===== config.mk =====
export PLATFORM = sky130hd
export DESIGN_NAME = pid_axis_step
export DESIGN_NICKNAME = d
export VERILOG_FILES = /design/src/hdl/pas_pkg.sv /design/src/hdl/pas_cfg_regs.sv /design/src/hdl/pas_ser_mul.sv /design/src/hdl/pas_ser_div.sv /design/src/hdl/pid_axis_step.sv
export SDC_FILE = /design/constraint.sdc
export NUM_CORES = 2
export LEC_CHECK = 0
export BUFFER_PORTS_ARGS = -buffer_cell sky130_fd_sc_hd__buf_2
export CAP_MARGIN = 0
export CORE_MARGIN = 8
export CORE_UTILIZATION = 40
export DETAILED_ROUTE_END_ITERATION = 10
export PLACE_DENSITY = 0.66
export SYNTH_ARGS = -nofsm -noshare
export SYNTH_HDL_FRONTEND = slang
export SYNTH_SLANG_ARGS = --single-unit

===== constraint.sdc =====
create_clock -name clk -period 8.75 [get_ports clk]
set_input_delay 1.75 -clock clk [delete_from_list [all_inputs] [get_ports clk]]
set_output_delay 1.75 -clock clk [all_outputs]
set_load 0.02 [all_outputs]

===== src/hdl/pas_pkg.sv =====
// types, constants and helper functions for the pid step block
// no dependencies; used by every module of the block but the checker
`default_nettype none

package pas_pkg;

  localparam int FRAC_BITS_DEF = 16;
  localparam int DT_FRAC       = 24;
  localparam logic [23:0] MIN_STEP = 24'd1678;

  localparam int MUL_A_W = 48;
  localparam int MUL_B_W = 32;
  localparam int MUL_P_W = MUL_A_W + MUL_B_W;
  localparam int DIV_N_W = 57;
  localparam int DIV_D_W = 48;

  localparam int CFG_IDX_W = 3;

  localparam logic [CFG_IDX_W-1:0] REG_PROP_GAIN  = 3'd0;
  localparam logic [CFG_IDX_W-1:0] REG_INTEG_GAIN = 3'd1;
  localparam logic [CFG_IDX_W-1:0] REG_DERIV_GAIN = 3'd2;
  localparam logic [CFG_IDX_W-1:0] REG_INTEG_LIM  = 3'd3;
  localparam logic [CFG_IDX_W-1:0] REG_DRIVE_LIM  = 3'd4;
  localparam logic [CFG_IDX_W-1:0] REG_SEP_BAND   = 3'd5;
  localparam logic [CFG_IDX_W-1:0] REG_FILT_TAU   = 3'd6;

  typedef struct packed {
    logic signed [31:0] prop_gain;
    logic signed [31:0] integ_gain;
    logic signed [31:0] deriv_gain;
    logic [30:0]        integ_limit;
    logic [30:0]        drive_limit;
    logic [30:0]        separation_band;
    logic [30:0]        filter_tau;
  } cfg_t;

  typedef struct packed {
    logic               start;
    logic               neg;
    logic               frac_shift;  // 1: shift by fraction bits, 0: by dt fraction
    logic [MUL_A_W-1:0] a;
    logic [MUL_B_W-1:0] b;
  } mul_req_t;

  typedef struct packed {
    logic               done;
    logic signed [63:0] value;
  } mul_rsp_t;

  typedef struct packed {
    logic               start;
    logic [DIV_N_W-1:0] dividend;
    logic [DIV_D_W-1:0] divisor;
  } div_req_t;

  typedef struct packed {
    logic               done;
    logic [DIV_N_W-1:0] quotient;
  } div_rsp_t;

  function automatic logic [31:0] abs32(input logic signed [31:0] v);
    abs32 = v[31] ? 32'(-v) : 32'(v);
  endfunction

  function automatic logic [47:0] abs48(input logic signed [47:0] v);
    abs48 = v[47] ? 48'(-v) : 48'(v);
  endfunction

  function automatic logic [47:0] abs49(input logic signed [48:0] v);
    logic [48:0] t;
    t = v[48] ? 49'(-v) : 49'(v);
    abs49 = t[47:0];
  endfunction

  function automatic logic signed [63:0] clamp_sym(input logic signed [63:0] v,
                                                  input logic [30:0] lim);
    logic signed [63:0] hi;
    hi = $signed({33'd0, lim});
    if (v > hi) clamp_sym = hi;
    else if (v < -hi) clamp_sym = -hi;
    else clamp_sym = v;
  endfunction

endpackage

`default_nettype wire


===== src/hdl/pas_cfg_regs.sv =====
// configuration register file of the pid step block
// depends on pas_pkg
`default_nettype none

module pas_cfg_regs (
  input  wire logic                           clk,
  input  wire logic                           rst_n,
  input  wire logic                           wr_en,
  input  wire logic [pas_pkg::CFG_IDX_W-1:0]  index,
  input  wire logic [31:0]                    wr_data,
  output pas_pkg::cfg_t                       cfg
);
  import pas_pkg::*;

  cfg_t cfg_r;

  always_ff @(posedge clk) begin
    if (!rst_n) begin
      cfg_r <= '0;
    end else if (wr_en) begin
      case (index)
        REG_PROP_GAIN:  cfg_r.prop_gain       <= $signed(wr_data);
        REG_INTEG_GAIN: cfg_r.integ_gain      <= $signed(wr_data);
        REG_DERIV_GAIN: cfg_r.deriv_gain      <= $signed(wr_data);
        REG_INTEG_LIM:  cfg_r.integ_limit     <= wr_data[30:0];
        REG_DRIVE_LIM:  cfg_r.drive_limit     <= wr_data[30:0];
        REG_SEP_BAND:   cfg_r.separation_band <= wr_data[30:0];
        REG_FILT_TAU:   cfg_r.filter_tau      <= wr_data[30:0];
        default: ;
      endcase
    end
  end

  assign cfg = cfg_r;

endmodule

`default_nettype wire


===== src/hdl/pas_ser_mul.sv =====
// bit-serial shift-add multiplier: magnitude product, shift, saturate, sign
// depends on pas_pkg
`default_nettype none

module pas_ser_mul #(
  parameter int FRACTION_BITS = pas_pkg::FRAC_BITS_DEF
) (
  input  wire logic          clk,
  input  wire logic          rst_n,
  input  pas_pkg::mul_req_t  req,
  output pas_pkg::mul_rsp_t  rsp
);
  import pas_pkg::*;

  localparam int CntW = $clog2(MUL_B_W);
  localparam logic [MUL_P_W-1:0] TermSat = MUL_P_W'(1) << 60;

  logic               busy_r, fin_r, neg_r, frac_r;
  logic [CntW-1:0]    cnt_r;
  logic [MUL_A_W-1:0] a_r;
  logic [MUL_B_W-1:0] b_r;
  logic [MUL_P_W-1:0] p_r, p_nxt;
  logic [MUL_A_W:0]   sum;
  logic [MUL_P_W-1:0] shifted;
  logic [60:0]        mag;
  mul_rsp_t           rsp_r;

  // one multiplier bit per cycle, lsb first
  always_comb begin
    sum   = {1'b0, p_r[MUL_P_W-1:MUL_B_W]} + (b_r[0] ? {1'b0, a_r} : '0);
    p_nxt = {sum, p_r[MUL_B_W-1:1]};
  end

  always_comb begin
    shifted = frac_r ? (p_r >> FRACTION_BITS) : (p_r >> DT_FRAC);
    mag     = (shifted > TermSat) ? TermSat[60:0] : shifted[60:0];
  end

  always_ff @(posedge clk) begin
    if (!rst_n) begin
      busy_r     <= 1'b0;
      fin_r      <= 1'b0;
      rsp_r.done <= 1'b0;
    end else begin
      rsp_r.done <= 1'b0;
      if (req.start) begin
        busy_r <= 1'b1;
        cnt_r  <= '0;
        a_r    <= req.a;
        b_r    <= req.b;
        neg_r  <= req.neg;
        frac_r <= req.frac_shift;
        p_r    <= '0;
      end else if (busy_r) begin
        p_r   <= p_nxt;
        b_r   <= b_r >> 1;
        cnt_r <= cnt_r + 1'b1;
        if (cnt_r == CntW'(MUL_B_W - 1)) begin
          busy_r <= 1'b0;
          fin_r  <= 1'b1;
        end
      end else if (fin_r) begin
        fin_r       <= 1'b0;
        rsp_r.done  <= 1'b1;
        rsp_r.value <= neg_r ? -$signed({3'b000, mag}) : $signed({3'b000, mag});
      end
    end
  end

  assign rsp = rsp_r;

endmodule

`default_nettype wire


===== src/hdl/pas_ser_div.sv =====
// bit-serial restoring divider, one quotient bit per cycle
// depends on pas_pkg
`default_nettype none

module pas_ser_div (
  input  wire logic          clk,
  input  wire logic          rst_n,
  input  pas_pkg::div_req_t  req,
  output pas_pkg::div_rsp_t  rsp
);
  import pas_pkg::*;

  localparam int CntW = $clog2(DIV_N_W);

  logic               busy_r, done_r;
  logic [CntW-1:0]    cnt_r;
  logic [DIV_N_W-1:0] q_r;
  logic [DIV_D_W-1:0] rem_r, d_r;
  logic [DIV_D_W:0]   trial;
  logic               fits;

  always_comb begin
    trial = {rem_r, q_r[DIV_N_W-1]};
    fits  = trial >= {1'b0, d_r};
  end

  always_ff @(posedge clk) begin
    if (!rst_n) begin
      busy_r <= 1'b0;
      done_r <= 1'b0;
    end else begin
      done_r <= 1'b0;
      if (req.start) begin
        busy_r <= 1'b1;
        cnt_r  <= '0;
        q_r    <= req.dividend;
        d_r    <= req.divisor;
        rem_r  <= '0;
      end else if (busy_r) begin
        rem_r <= fits ? DIV_D_W'(trial - {1'b0, d_r}) : trial[DIV_D_W-1:0];
        q_r   <= {q_r[DIV_N_W-2:0], fits};
        cnt_r <= cnt_r + 1'b1;
        if (cnt_r == CntW'(DIV_N_W - 1)) begin
          busy_r <= 1'b0;
          done_r <= 1'b1;
        end
      end
    end
  end

  assign rsp.done     = done_r;
  assign rsp.quotient = q_r;

endmodule

`default_nettype wire


===== src/hdl/pid_axis_step.sv =====
// update with history and filter: five serial multiplies over a 32-bit
// multiplier operand and two serial divides of a 57-bit dividend;
// without history and with the filter off, both divides are skipped.
// small time step: straight to the output state, flagged; clear: no result.
// one item at a time; the next item may transfer while a result waits.
// rst_n synchronous active low: clears config, controller state and handshakes
`default_nettype none

module pid_axis_step #(
  parameter int FRACTION_BITS = pas_pkg::FRAC_BITS_DEF
) (
  input  wire logic                          clk,
  input  wire logic                          rst_n,
  input  wire logic                          in_tvalid,
  output      logic                          in_tready,
  input  wire logic [55:0]                   in_tdata,   // error_sample, time_step
  input  wire logic [0:0]                    in_tuser,   // opcode
  output      logic                          out_tvalid,
  input  wire logic                          out_tready,
  output      logic [31:0]                   out_tdata,  // drive
  output      logic [0:0]                    out_tuser,  // step_too_small
  input  wire logic                          cfg_wr_en,
  input  wire logic [pas_pkg::CFG_IDX_W-1:0] cfg_index,
  input  wire logic [31:0]                   cfg_wr_data
);
  import pas_pkg::*;

  localparam int TauShift = DT_FRAC - FRACTION_BITS;

  localparam logic [3:0] S_IDLE  = 4'd0;
  localparam logic [3:0] S_IE    = 4'd1;
  localparam logic [3:0] S_RAW   = 4'd2;
  localparam logic [3:0] S_ALPHA = 4'd3;
  localparam logic [3:0] S_SLOPE = 4'd4;
  localparam logic [3:0] S_PTERM = 4'd5;
  localparam logic [3:0] S_ITERM = 4'd6;
  localparam logic [3:0] S_DTERM = 4'd7;
  localparam logic [3:0] S_OUT   = 4'd8;

  localparam logic signed [47:0] SlopeMax = 48'sh7FFF_FFFF_FFFF;
  localparam logic signed [47:0] SlopeMin = 48'sh8000_0000_0000;

  cfg_t     cfg;
  mul_req_t mul_req;
  mul_rsp_t mul_rsp;
  div_req_t div_req;
  div_rsp_t div_rsp;

  logic [3:0]         state_r;
  logic               go_r, flag_r;
  logic signed [31:0] e_r, integ_r, last_r;
  logic [23:0]        dt_r;
  logic signed [47:0] slope_r, raw_r;
  logic [24:0]        alpha_r;
  logic               hist_r;
  logic signed [63:0] acc_r;
  logic               out_valid_r, out_flag_r;
  logic [31:0]        out_drive_r;

  logic               accept;
  logic signed [32:0] diff_e;
  logic [47:0]        diff_e_abs;
  logic signed [48:0] diff_s;
  logic signed [63:0] integ_sum, integ_new, drive_cl;
  logic [47:0]        tau_den;
  logic signed [47:0] raw_q;
  logic               sep_out;

  pas_cfg_regs u_cfg (
    .clk     (clk),
    .rst_n   (rst_n),
    .wr_en   (cfg_wr_en),
    .index   (cfg_index),
    .wr_data (cfg_wr_data),
    .cfg     (cfg)
  );

  pas_ser_mul #(.FRACTION_BITS(FRACTION_BITS)) u_mul (
    .clk   (clk),
    .rst_n (rst_n),
    .req   (mul_req),
    .rsp   (mul_rsp)
  );

  pas_ser_div u_div (
    .clk   (clk),
    .rst_n (rst_n),
    .req   (div_req),
    .rsp   (div_rsp)
  );

  assign in_tready = (state_r == S_IDLE);
  assign accept    = in_tvalid && in_tready;

  always_comb begin
    diff_e     = 33'(e_r) - 33'(last_r);
    diff_e_abs = abs49(49'(diff_e));
    diff_s     = 49'(raw_r) - 49'(slope_r);
    integ_sum  = 64'(integ_r) + mul_rsp.value;
    integ_new  = clamp_sym(integ_sum, cfg.integ_limit);
    sep_out    = {1'b0, abs32(e_r)} > {2'b00, cfg.separation_band};
    tau_den    = (48'(cfg.filter_tau) << TauShift) + 48'(dt_r);
    drive_cl   = clamp_sym(acc_r, cfg.drive_limit);
    // quotient saturates to the 48-bit slope range
    if (diff_e[32]) begin
      raw_q = (div_rsp.quotient > 57'(48'h8000_0000_0000)) ? SlopeMin
            : -$signed(div_rsp.quotient[47:0]);
    end else begin
      raw_q = (div_rsp.quotient > 57'(SlopeMax)) ? SlopeMax
            : $signed(div_rsp.quotient[47:0]);
    end
  end

  // operand selection for the shared serial units
  always_comb begin
    mul_req = '0;
    div_req = '0;
    case (state_r)
      S_IE: begin
        mul_req.start = !go_r;
        mul_req.a     = 48'(abs32(e_r));
        mul_req.b     = 32'(dt_r);
        mul_req.neg   = e_r[31];
      end
      S_RAW: begin
        div_req.start    = !go_r && hist_r;
        div_req.dividend = {diff_e_abs[32:0], 24'd0};
        div_req.divisor  = 48'(dt_r);
      end
      S_ALPHA: begin
        div_req.start    = !go_r && (cfg.filter_tau != '0);
        div_req.dividend = {9'd0, dt_r, 24'd0};
        div_req.divisor  = tau_den;
      end
      S_SLOPE: begin
        mul_req.start = !go_r;
        mul_req.a     = abs49(diff_s);
        mul_req.b     = 32'(alpha_r);
        mul_req.neg   = diff_s[48];
      end
      S_PTERM: begin
        mul_req.start      = !go_r;
        mul_req.frac_shift = 1'b1;
        mul_req.a          = 48'(abs32(e_r));
        mul_req.b          = abs32(cfg.prop_gain);
        mul_req.neg        = e_r[31] ^ cfg.prop_gain[31];
      end
      S_ITERM: begin
        mul_req.start      = !go_r;
        mul_req.frac_shift = 1'b1;
        mul_req.a          = 48'(abs32(integ_r));
        mul_req.b          = abs32(cfg.integ_gain);
        mul_req.neg        = integ_r[31] ^ cfg.integ_gain[31];
      end
      S_DTERM: begin
        mul_req.start      = !go_r;
        mul_req.frac_shift = 1'b1;
        mul_req.a          = abs48(slope_r);
        mul_req.b          = abs32(cfg.deriv_gain);
        mul_req.neg        = slope_r[47] ^ cfg.deriv_gain[31];
      end
      default: ;
    endcase
  end

  always_ff @(posedge clk) begin
    if (!rst_n) begin
      state_r     <= S_IDLE;
      go_r        <= 1'b0;
      out_valid_r <= 1'b0;
      integ_r     <= '0;
      last_r      <= '0;
      slope_r     <= '0;
      hist_r      <= 1'b0;
    end else begin
      if (out_tready && (state_r != S_OUT)) out_valid_r <= 1'b0;
      case (state_r)
        S_IDLE: begin
          if (accept) begin
            e_r   <= $signed(in_tdata[31:0]);
            dt_r  <= in_tdata[55:32];
            acc_r <= '0;
            if (in_tuser[0]) begin
              integ_r <= '0;
              last_r  <= '0;
              slope_r <= '0;
              hist_r  <= 1'b0;
            end else if (in_tdata[55:32] < MIN_STEP) begin
              flag_r  <= 1'b1;
              state_r <= S_OUT;
            end else begin
              flag_r  <= 1'b0;
              state_r <= S_IE;
            end
          end
        end
        S_IE: begin
          if (!go_r) go_r <= 1'b1;
          else if (mul_rsp.done) begin
            go_r    <= 1'b0;
            integ_r <= sep_out ? '0 : integ_new[31:0];
            state_r <= S_RAW;
          end
        end
        S_RAW: begin
          if (!hist_r) begin
            raw_r   <= '0;
            state_r <= S_ALPHA;
          end else if (!go_r) go_r <= 1'b1;
          else if (div_rsp.done) begin
            go_r    <= 1'b0;
            raw_r   <= raw_q;
            state_r <= S_ALPHA;
          end
        end
        S_ALPHA: begin
          if (cfg.filter_tau == '0) begin
            alpha_r <= 25'd1 << DT_FRAC;
            state_r <= S_SLOPE;
          end else if (!go_r) go_r <= 1'b1;
          else if (div_rsp.done) begin
            go_r    <= 1'b0;
            alpha_r <= div_rsp.quotient[24:0];
            state_r <= S_SLOPE;
          end
        end
        S_SLOPE: begin
          if (!go_r) go_r <= 1'b1;
          else if (mul_rsp.done) begin
            go_r    <= 1'b0;
            slope_r <= slope_r + mul_rsp.value[47:0];
            last_r  <= e_r;
            hist_r  <= 1'b1;
            state_r <= S_PTERM;
          end
        end
        S_PTERM, S_ITERM, S_DTERM: begin
          if (!go_r) go_r <= 1'b1;
          else if (mul_rsp.done) begin
            go_r    <= 1'b0;
            acc_r   <= acc_r + mul_rsp.value;
            state_r <= (state_r == S_PTERM) ? S_ITERM
                     : (state_r == S_ITERM) ? S_DTERM : S_OUT;
          end
        end
        S_OUT: begin
          if (!out_valid_r || out_tready) begin
            out_valid_r <= 1'b1;
            out_flag_r  <= flag_r;
            out_drive_r <= flag_r ? '0 : drive_cl[31:0];
            state_r     <= S_IDLE;
          end
        end
        default: state_r <= S_IDLE;
      endcase
    end
  end

  assign out_tvalid = out_valid_r;
  assign out_tdata  = out_drive_r;
  assign out_tuser  = out_flag_r;

endmodule

`default_nettype wire


=== Word-level counts from Yosys, hierarchy flattened ===
Cells that the tools add are included.

* Bits in registers: 961
* Output and inout bits: 35

* Add/subtract/negate cells: 22
* Order comparisons: 10
* Equal/unequal tests: 36
* Mux-type cells: 99
* Bitwise gates (word level): 8
* Reductions and logical operators: 47

{| class="wikitable"
|+ Operator list
! cell !! count
|-
| $mux W48 || 14
|-
| $mux W32 || 17
|-
| $pmux W80 S5 || 1
|-
| $mux W64 || 5
|-
| $pmux W106 S2 || 1
|-
| $neg A32 Y32 || 5
|-
| $neg A48 Y48 || 3
|-
| $gt A64 B32 Y1 || 2
|-
| $lt A64 B64 Y1 || 2
|-
| $neg A31 Y64 || 2
|-
| $pmux W32 S2 || 2
|-
| $pmux W64 S2 || 1
|-
| $mux W57 || 2
|-
| $pmux W48 S2 || 1
|-
| $gt A80 B61 Y1 const B || 1
|-
| $mux W80 || 1
|-
| $mux W4 || 18
|-
| $mux W65 || 1
|-
| $add A32 B64 Y64 || 1
|-
| $add A64 B64 Y64 || 1
|-
| $neg A61 Y64 || 1
|-
| $mux W61 || 1
|-
| $gt A57 B47 Y1 const B || 1
|-
| $gt A57 B48 Y1 const B || 1
|-
| 55 further kinds || 137
|}

=== Depth between registers and ports, before layout ===
* Word-level depth: 8
* Depth in mapped cells: 31

=== Modules after synthesis ===
From an unflattened synthesis, not the netlist that was laid out.

* Cell total of the unflattened synthesis: 8983
* Area, all modules: 77100.2 um^2

{| class="wikitable"
|+ Modules (own cells, without submodules)
! module !! instances !! cells each !! area an instance (um^2) !! sequential area each (um^2)
|-
| pid_axis_step || 1 || 6053 || 46293.1 || 9198.8
|-
| pas_ser_mul || 1 || 1315 || 13566.8 || 6516.2
|-
| pas_ser_div || 1 || 860 || 9293.9 || 4814.6
|-
| pas_cfg_regs || 1 || 755 || 7946.4 || 4404.2
|}

=== Worst setup path after synthesis ===
Ideal clock, no wire load.

* Path type: input to register
* From: input rst_n
* To: register u_div.busy_r
* Setup time: 78 ps
* Arrival time: 7513 ps
* Slack: 1159 ps
* Stages: 5
* Path buffers: 2
* Cells stage by stage: clkbuf_1 -> clkinv_1 -> clkbuf_1 -> nor2_1 -> o31a_1

{| class="wikitable"
|+ RTL lines
! item !! line !! text
|-
| start, declared || pid_axis_step.sv:13 || <nowiki>input wire logic rst_n,</nowiki>
|-
| end signal, assigned || pas_ser_div.sv:29 || <nowiki>busy_r <= 1'b0;</nowiki>
|-
| end signal, assigned || pas_ser_div.sv:34 || <nowiki>busy_r <= 1'b1;</nowiki>
|-
| end signal, assigned || pas_ser_div.sv:44 || <nowiki>busy_r <= 1'b0;</nowiki>
|-
| end, declared || pas_ser_div.sv:15 || <nowiki>logic busy_r, done_r;</nowiki>
|}

=== Final worst setup path ===
* From: register u_mul.rsp_r, in the netlist u_mul.rsp[1]
* To: register integ_r[1]

* Word-level cells in the longest chain between the ends: 8

{| class="wikitable"
|+ Ends and longest elaborated chain
! item !! line !! text
|-
| start, declared || pas_ser_mul.sv:26 || <nowiki>mul_rsp_t rsp_r;</nowiki>
|-
| $add A32 B64 Y64 * || pid_axis_step.sv:99 || <nowiki>integ_sum = 64'(integ_r) + mul_rsp.value;</nowiki>
|-
| $lt A64 B64 Y1 || pas_pkg.sv:80 || <nowiki>else if (v < -hi) clamp_sym = -hi;</nowiki>
|-
| $mux W32 || pas_pkg.sv:80 ||
|-
| $mux W32 * || pas_pkg.sv:79 || <nowiki>if (v > hi) clamp_sym = hi;</nowiki>
|-
| $mux W32 * || pid_axis_step.sv:201 || <nowiki>integ_r <= sep_out ? '0 : integ_new[31:0];</nowiki>
|-
| $mux W32 * || pid_axis_step.sv:199 || <nowiki>else if (mul_rsp.done) begin</nowiki>
|-
| $mux W32 * || pid_axis_step.sv:198 || <nowiki>if (!go_r) go_r <= 1'b1;</nowiki>
|-
| $pmux W32 S2 * || pid_axis_step.sv:177 || <nowiki>case (state_r)</nowiki>
|-
| end signal, assigned || pid_axis_step.sv:201 ||
|-
| end, declared || pid_axis_step.sv:51 || <nowiki>logic signed [31:0] e_r, integ_r, last_r;</nowiki>
|}

Mark *: on every way between the ends. The rest lies on a longest branch, timed or not. The select of a mux whose other input is x is not followed.
A chain may end at the register's enable or synchronous reset.

==> impl_metrics.py <==
metrics = {
    "yosys": {
        "syn_inst": 8915,
        "yosysSeqAreaShare_pct": 33.4,
        "yosys_warnings": 0,
        "synth_top_area_cell": "edfxtp_1",
        "syn-cell-area_sq_um": 73800,
        "syn_nets": 9614,
        "synth.most_common_cell": "nand2_1",
        "avgSynthCellArea_sq_um": 8.28,
        "synth_cell_type_count": 110,
        "synth_top_cells_by_count": "nand2_1 (1086), a21oi_1 (879), nor2_1 (752)",
        "synth-edff-count": 593,
        "ys.flop_type": "edfxtp_1",
        "synthTopCellsByArea": "edfxtp_1 (24%), ha_1 (10%), dfxtp_1 (9.3%)",
        "synthArstFlopShare_pct": 0,
        "synth-seq-cells": 937,
        "yosysTopAreaCellShare_pct": 24.1,
    },
    "clock_tree": {
        "postCtsResizedCells": 0,
        "postCtsHoldBufs": 0,
        "post_cts_buffers": 0,
        "worst_skew_pair.late_latency_ns": 0.79,
        "cts-htree-levels": 3,
        "clockRootBuffer": "clkbuf_16",
        "cts-buffers-inserted": 109,
        "cts_buffer_depth": 3,
        "cts_tree": "yes",
        "path_clk_slew_ns": 0.06,
        "clkSinkCount": 937,
    },
    "timing": {
        "relSlewSlack_pct": 11.9,
        "hold_viol_final": 0,
        "finalSetupTns_ns": 0,
        "max_freq_ghz": 0.134,
        "worst_pin_slew_ns": 1.32,
        "rsz0062_at_grt": "no",
        "clock-skew-final_ns": 0.0572,
        "setup_violations": 0,
        "period_needed_ns": 7.48,
        "layout_setup_ws_ns": 1.27,
        "final-max-slew-violation-count": 0,
        "fin_crit_sh_pct": 85.5,
    },
    "setup_path": {
        "cpPeakStageDelay_ns": 0.85,
        "crit_family": "compound AO/OA/AOI/OAI gates",
        "cp_data_required_time_ns": 9.43,
        "worst-path-buf-inv": 1,
        "rr_startpoint": "u_mul.rsp[1]$_DFFE_PP_",
        "critPathLaunchType": "flop",
        "r2r_slack_ns": 1.27,
        "r2r_cells": 24,
        "crit_type": "reg -> reg",
        "crit_slowest_cell": "o311ai_0",
        "crit_path_cell_trace": "ha_1 > a211oi_1 > o21ai_0 > o311ai_0 > nand3_1 > a21boi_1 > o41ai_1 > o31a_1 > a31oi_1 > o21ai_0 > xnor2_1 > ha_1 > nand4_1 > nor2_1 > and4_1 > nand3_1 > nor4b_1 > o21a_1 > or4_4 > and2_1 > buf_12 > mux2i_1 > nor3_1 > a221o_1",
        "arrival_ns": 8.16,
        "r2r_end": "integ_r[1]$_SDFFE_PN0P_",
        "cp_max_fo": 28,
        "end_kind": "flop",
    },
    "power_and_ir_drop": {
        "p_leak_uw": 0.0313,
        "seqPwrFrac_pct": 37.0,
        "swShare_pct": 36.7,
        "clkPwrFrac_pct": 31.7,
        "p_per_area_nw_per_um2": 191,
        "internal_power_uw": 9780,
        "ir_drop_v": 0.000173,
        "power.switching_uw": 5660,
        "p_comb_share_pct": 31.3,
    },
    "floorplan": {
        "fp-row-count": 157,
        "die_w_um": 446,
        "io_pins": 132,
        "core_sq_um": 183000,
        "die_h_um": 446,
        "dieArea_sq_um": 199000,
        "start_util_pct": 40.3,
    },
    "worst_hold_path": {
        "min_delay_path_depth": 2,
        "hold_end": "last_r[1]$_SDFFE_PN0P_",
        "min_from": "last_r[1]$_SDFFE_PN0P_",
        "hold_path.class": "reg -> reg",
    },
    "detailed_routing": {
        "via_per_inst": 6.07,
        "drt_iter0_markers": 7940,
        "route.detailed.drc": 0,
        "detail_route.wl_per_cell_um": 23.3,
        "drt-total-wl_um": 266000,
        "vias": 69200,
        "ant_nets": 0,
        "dr.pass1.iters": 11,
    },
    "finish": {
        "drive_gt1_share_pct": 6.26,
        "areaGrowthSynthToFinish_pct": 9.36,
        "multi_input_area_sq_um": 46100,
        "seq_area_sq_um": 24700,
        "nets": 9526,
        "fillers": 17900,
    },
    "global_route": {
        "overflow": 0,
        "grtUsageTotal_pct": 25.5,
        "grt_max_degree": 157,
        "grt_pass1_vias": 64500,
        "grt_pass1_wl_um": 399000,
        "antenna_found_initial": 19,
    },
    "placement": {
        "pre_cts_ws_ns": 1.27,
        "dpl.hpwl_um": 205000,
        "io_buffers": 131,
        "gp_congestion": 0.988,
    },
    "job": {
        "drv_cap": 0,
    },
    "outcome": {
        "outcome": "completed",
    },
}
-- worst max path at each step --
stage | from | to | slack, ns | cells past startpoint
2_1_floorplan | rst_n | u_div.busy_r$_SDFF_PN0_ | 1.16 | 5
3_3_place_gp | u_mul.rsp[1]$_DFFE_PP_ | integ_r[17]$_SDFFE_PN0P_ | 1.31 | 24
3_5_place_dp | u_mul.rsp[1]$_DFFE_PP_ | integ_r[9]$_SDFFE_PN0P_ | 1.27 | 24
4_1_cts | u_mul.rsp[1]$_DFFE_PP_ | integ_r[1]$_SDFFE_PN0P_ | 1.23 | 24
5_1_grt | u_cfg.cfg[64]$_SDFFE_PN0P_ | out_tdata[3]$_SDFFCE_PP0P_ | 0.68 | 25
6_report | u_mul.rsp[1]$_DFFE_PP_ | integ_r[1]$_SDFFE_PN0P_ | 1.27 | 24
-- registers in the layout (all words and copies together) (netlist names), 6 cells and up --
signal,cells
out_tdata,32
u_cfg.cfg,220
last_r,32
u_div.q_r,57
dt_r,24
acc_r,64
u_mul.a_r,48
u_mul.p_r,64
slope_r,48
e_r,32
u_mul.b_r,32
u_mul.rsp,65
u_div.rem_r,48
raw_r,48
u_div.d_r,40
u_div.cnt_r,6
alpha_r,25
integ_r,32
-- layer usage --
layer,GRT usage (%),part of all wire [%]
met3,4.23,8.9
met2,39.2,43
met5,0,0.0098
met4,11.4,5.1
met1,35.2,43
-- cell type report --
type | instances | area share [%]
well taps | 2464 | 3.82
diodes | 10 | 0.0310
inverters | 436 | 2.04
clock inverters | 59 | 0.806
clock buffers | 148 | 3.97
multi-input cells | 7120 | 57.0
repair buffers | 223 | 1.71
flip-flops and latches | 937 | 30.6
-- cells in the final DEF (no fill, tap or decap), types with 96 or more instances in the layout --
master / Yosys / final
nand4_1: 124 / 124
nand2_1: 1086 / 1085
o21ai_0: 484 / 484
dfxtp_1: 344 / 343
or3_1: 96 / 96
inv_1: 432 / 431
a21oi_1: 879 / 877
and2_1: 127 / 127
mux2i_1: 104 / 104
nor2_1: 752 / 739
ha_1: 594 / 594
xor2_1: 215 / 215
edfxtp_1: 593 / 593
xnor2_1: 433 / 433
a31oi_1: 106 / 105
clkbuf_16: 0 / 119
nor3_1: 203 / 194
buf_2: 19 / 131
a21o_1: 289 / 288
o31ai_1: 102 / 102
nand3_1: 216 / 214
-- worst min-delay path: cells and delay by family (launching register included) --
| family | cells | cell delay, ns |
|---|---|---|
| flops | 1 | 0.31 |
| simple gates | 1 | 0.05 |
| compound gates | 1 | 0.05 |
-- per-stage QoR --
stage          area (sq um)  std cells  utilization [%]  power (uW)  hold WS, ns
6_report              80800      11400             44.1       15400        0.452
5_1_grt               80700      11400             44.0       16100        0.461
4_1_cts               80700      11400             44.0       15400        0.454
3_5_place_dp          76900      11200             41.9       10500        0.446
3_3_place_gp          76900      11200             41.9       10400        0.438
2_1_floorplan         73800       8915                -        8970        0.417
-- power by group through the flow --
| stage | Combinational, uW | Clock [uW] | Sequential [uW] |
|---|---|---|---|
| 6_report | 4840 | 4890 | 5710 |
| 5_1_grt | 5280 | 5110 | 5720 |
| 4_1_cts | 4760 | 4960 | 5690 |
| 3_5_place_dp | 4730 | 0 | 5780 |
| 3_3_place_gp | 4670 | 0 | 5770 |
| 2_1_floorplan | 3440 | 0 | 5530 |
-- logic make-up (layout without fill, tap and decap cells) --
logic type | count (synthesis) | in the layout | share of synthesized area [%]
AND/OR/NAND/NOR | 3185 | 3185 | 20.6
AO/OA/AOI/OAI | 2563 | 2563 | 21.9
flip-flops | 937 | 937 | 33.4
buffers and inverters | 858 | 866 | 4.46
XOR/XNOR | 648 | 648 | 7.69
adder cells (fa/ha/maj) | 602 | 602 | 10.3
multiplexers | 122 | 122 | 1.68
other | 0 | 10 | 0
(Power assumes the default switching activity.)
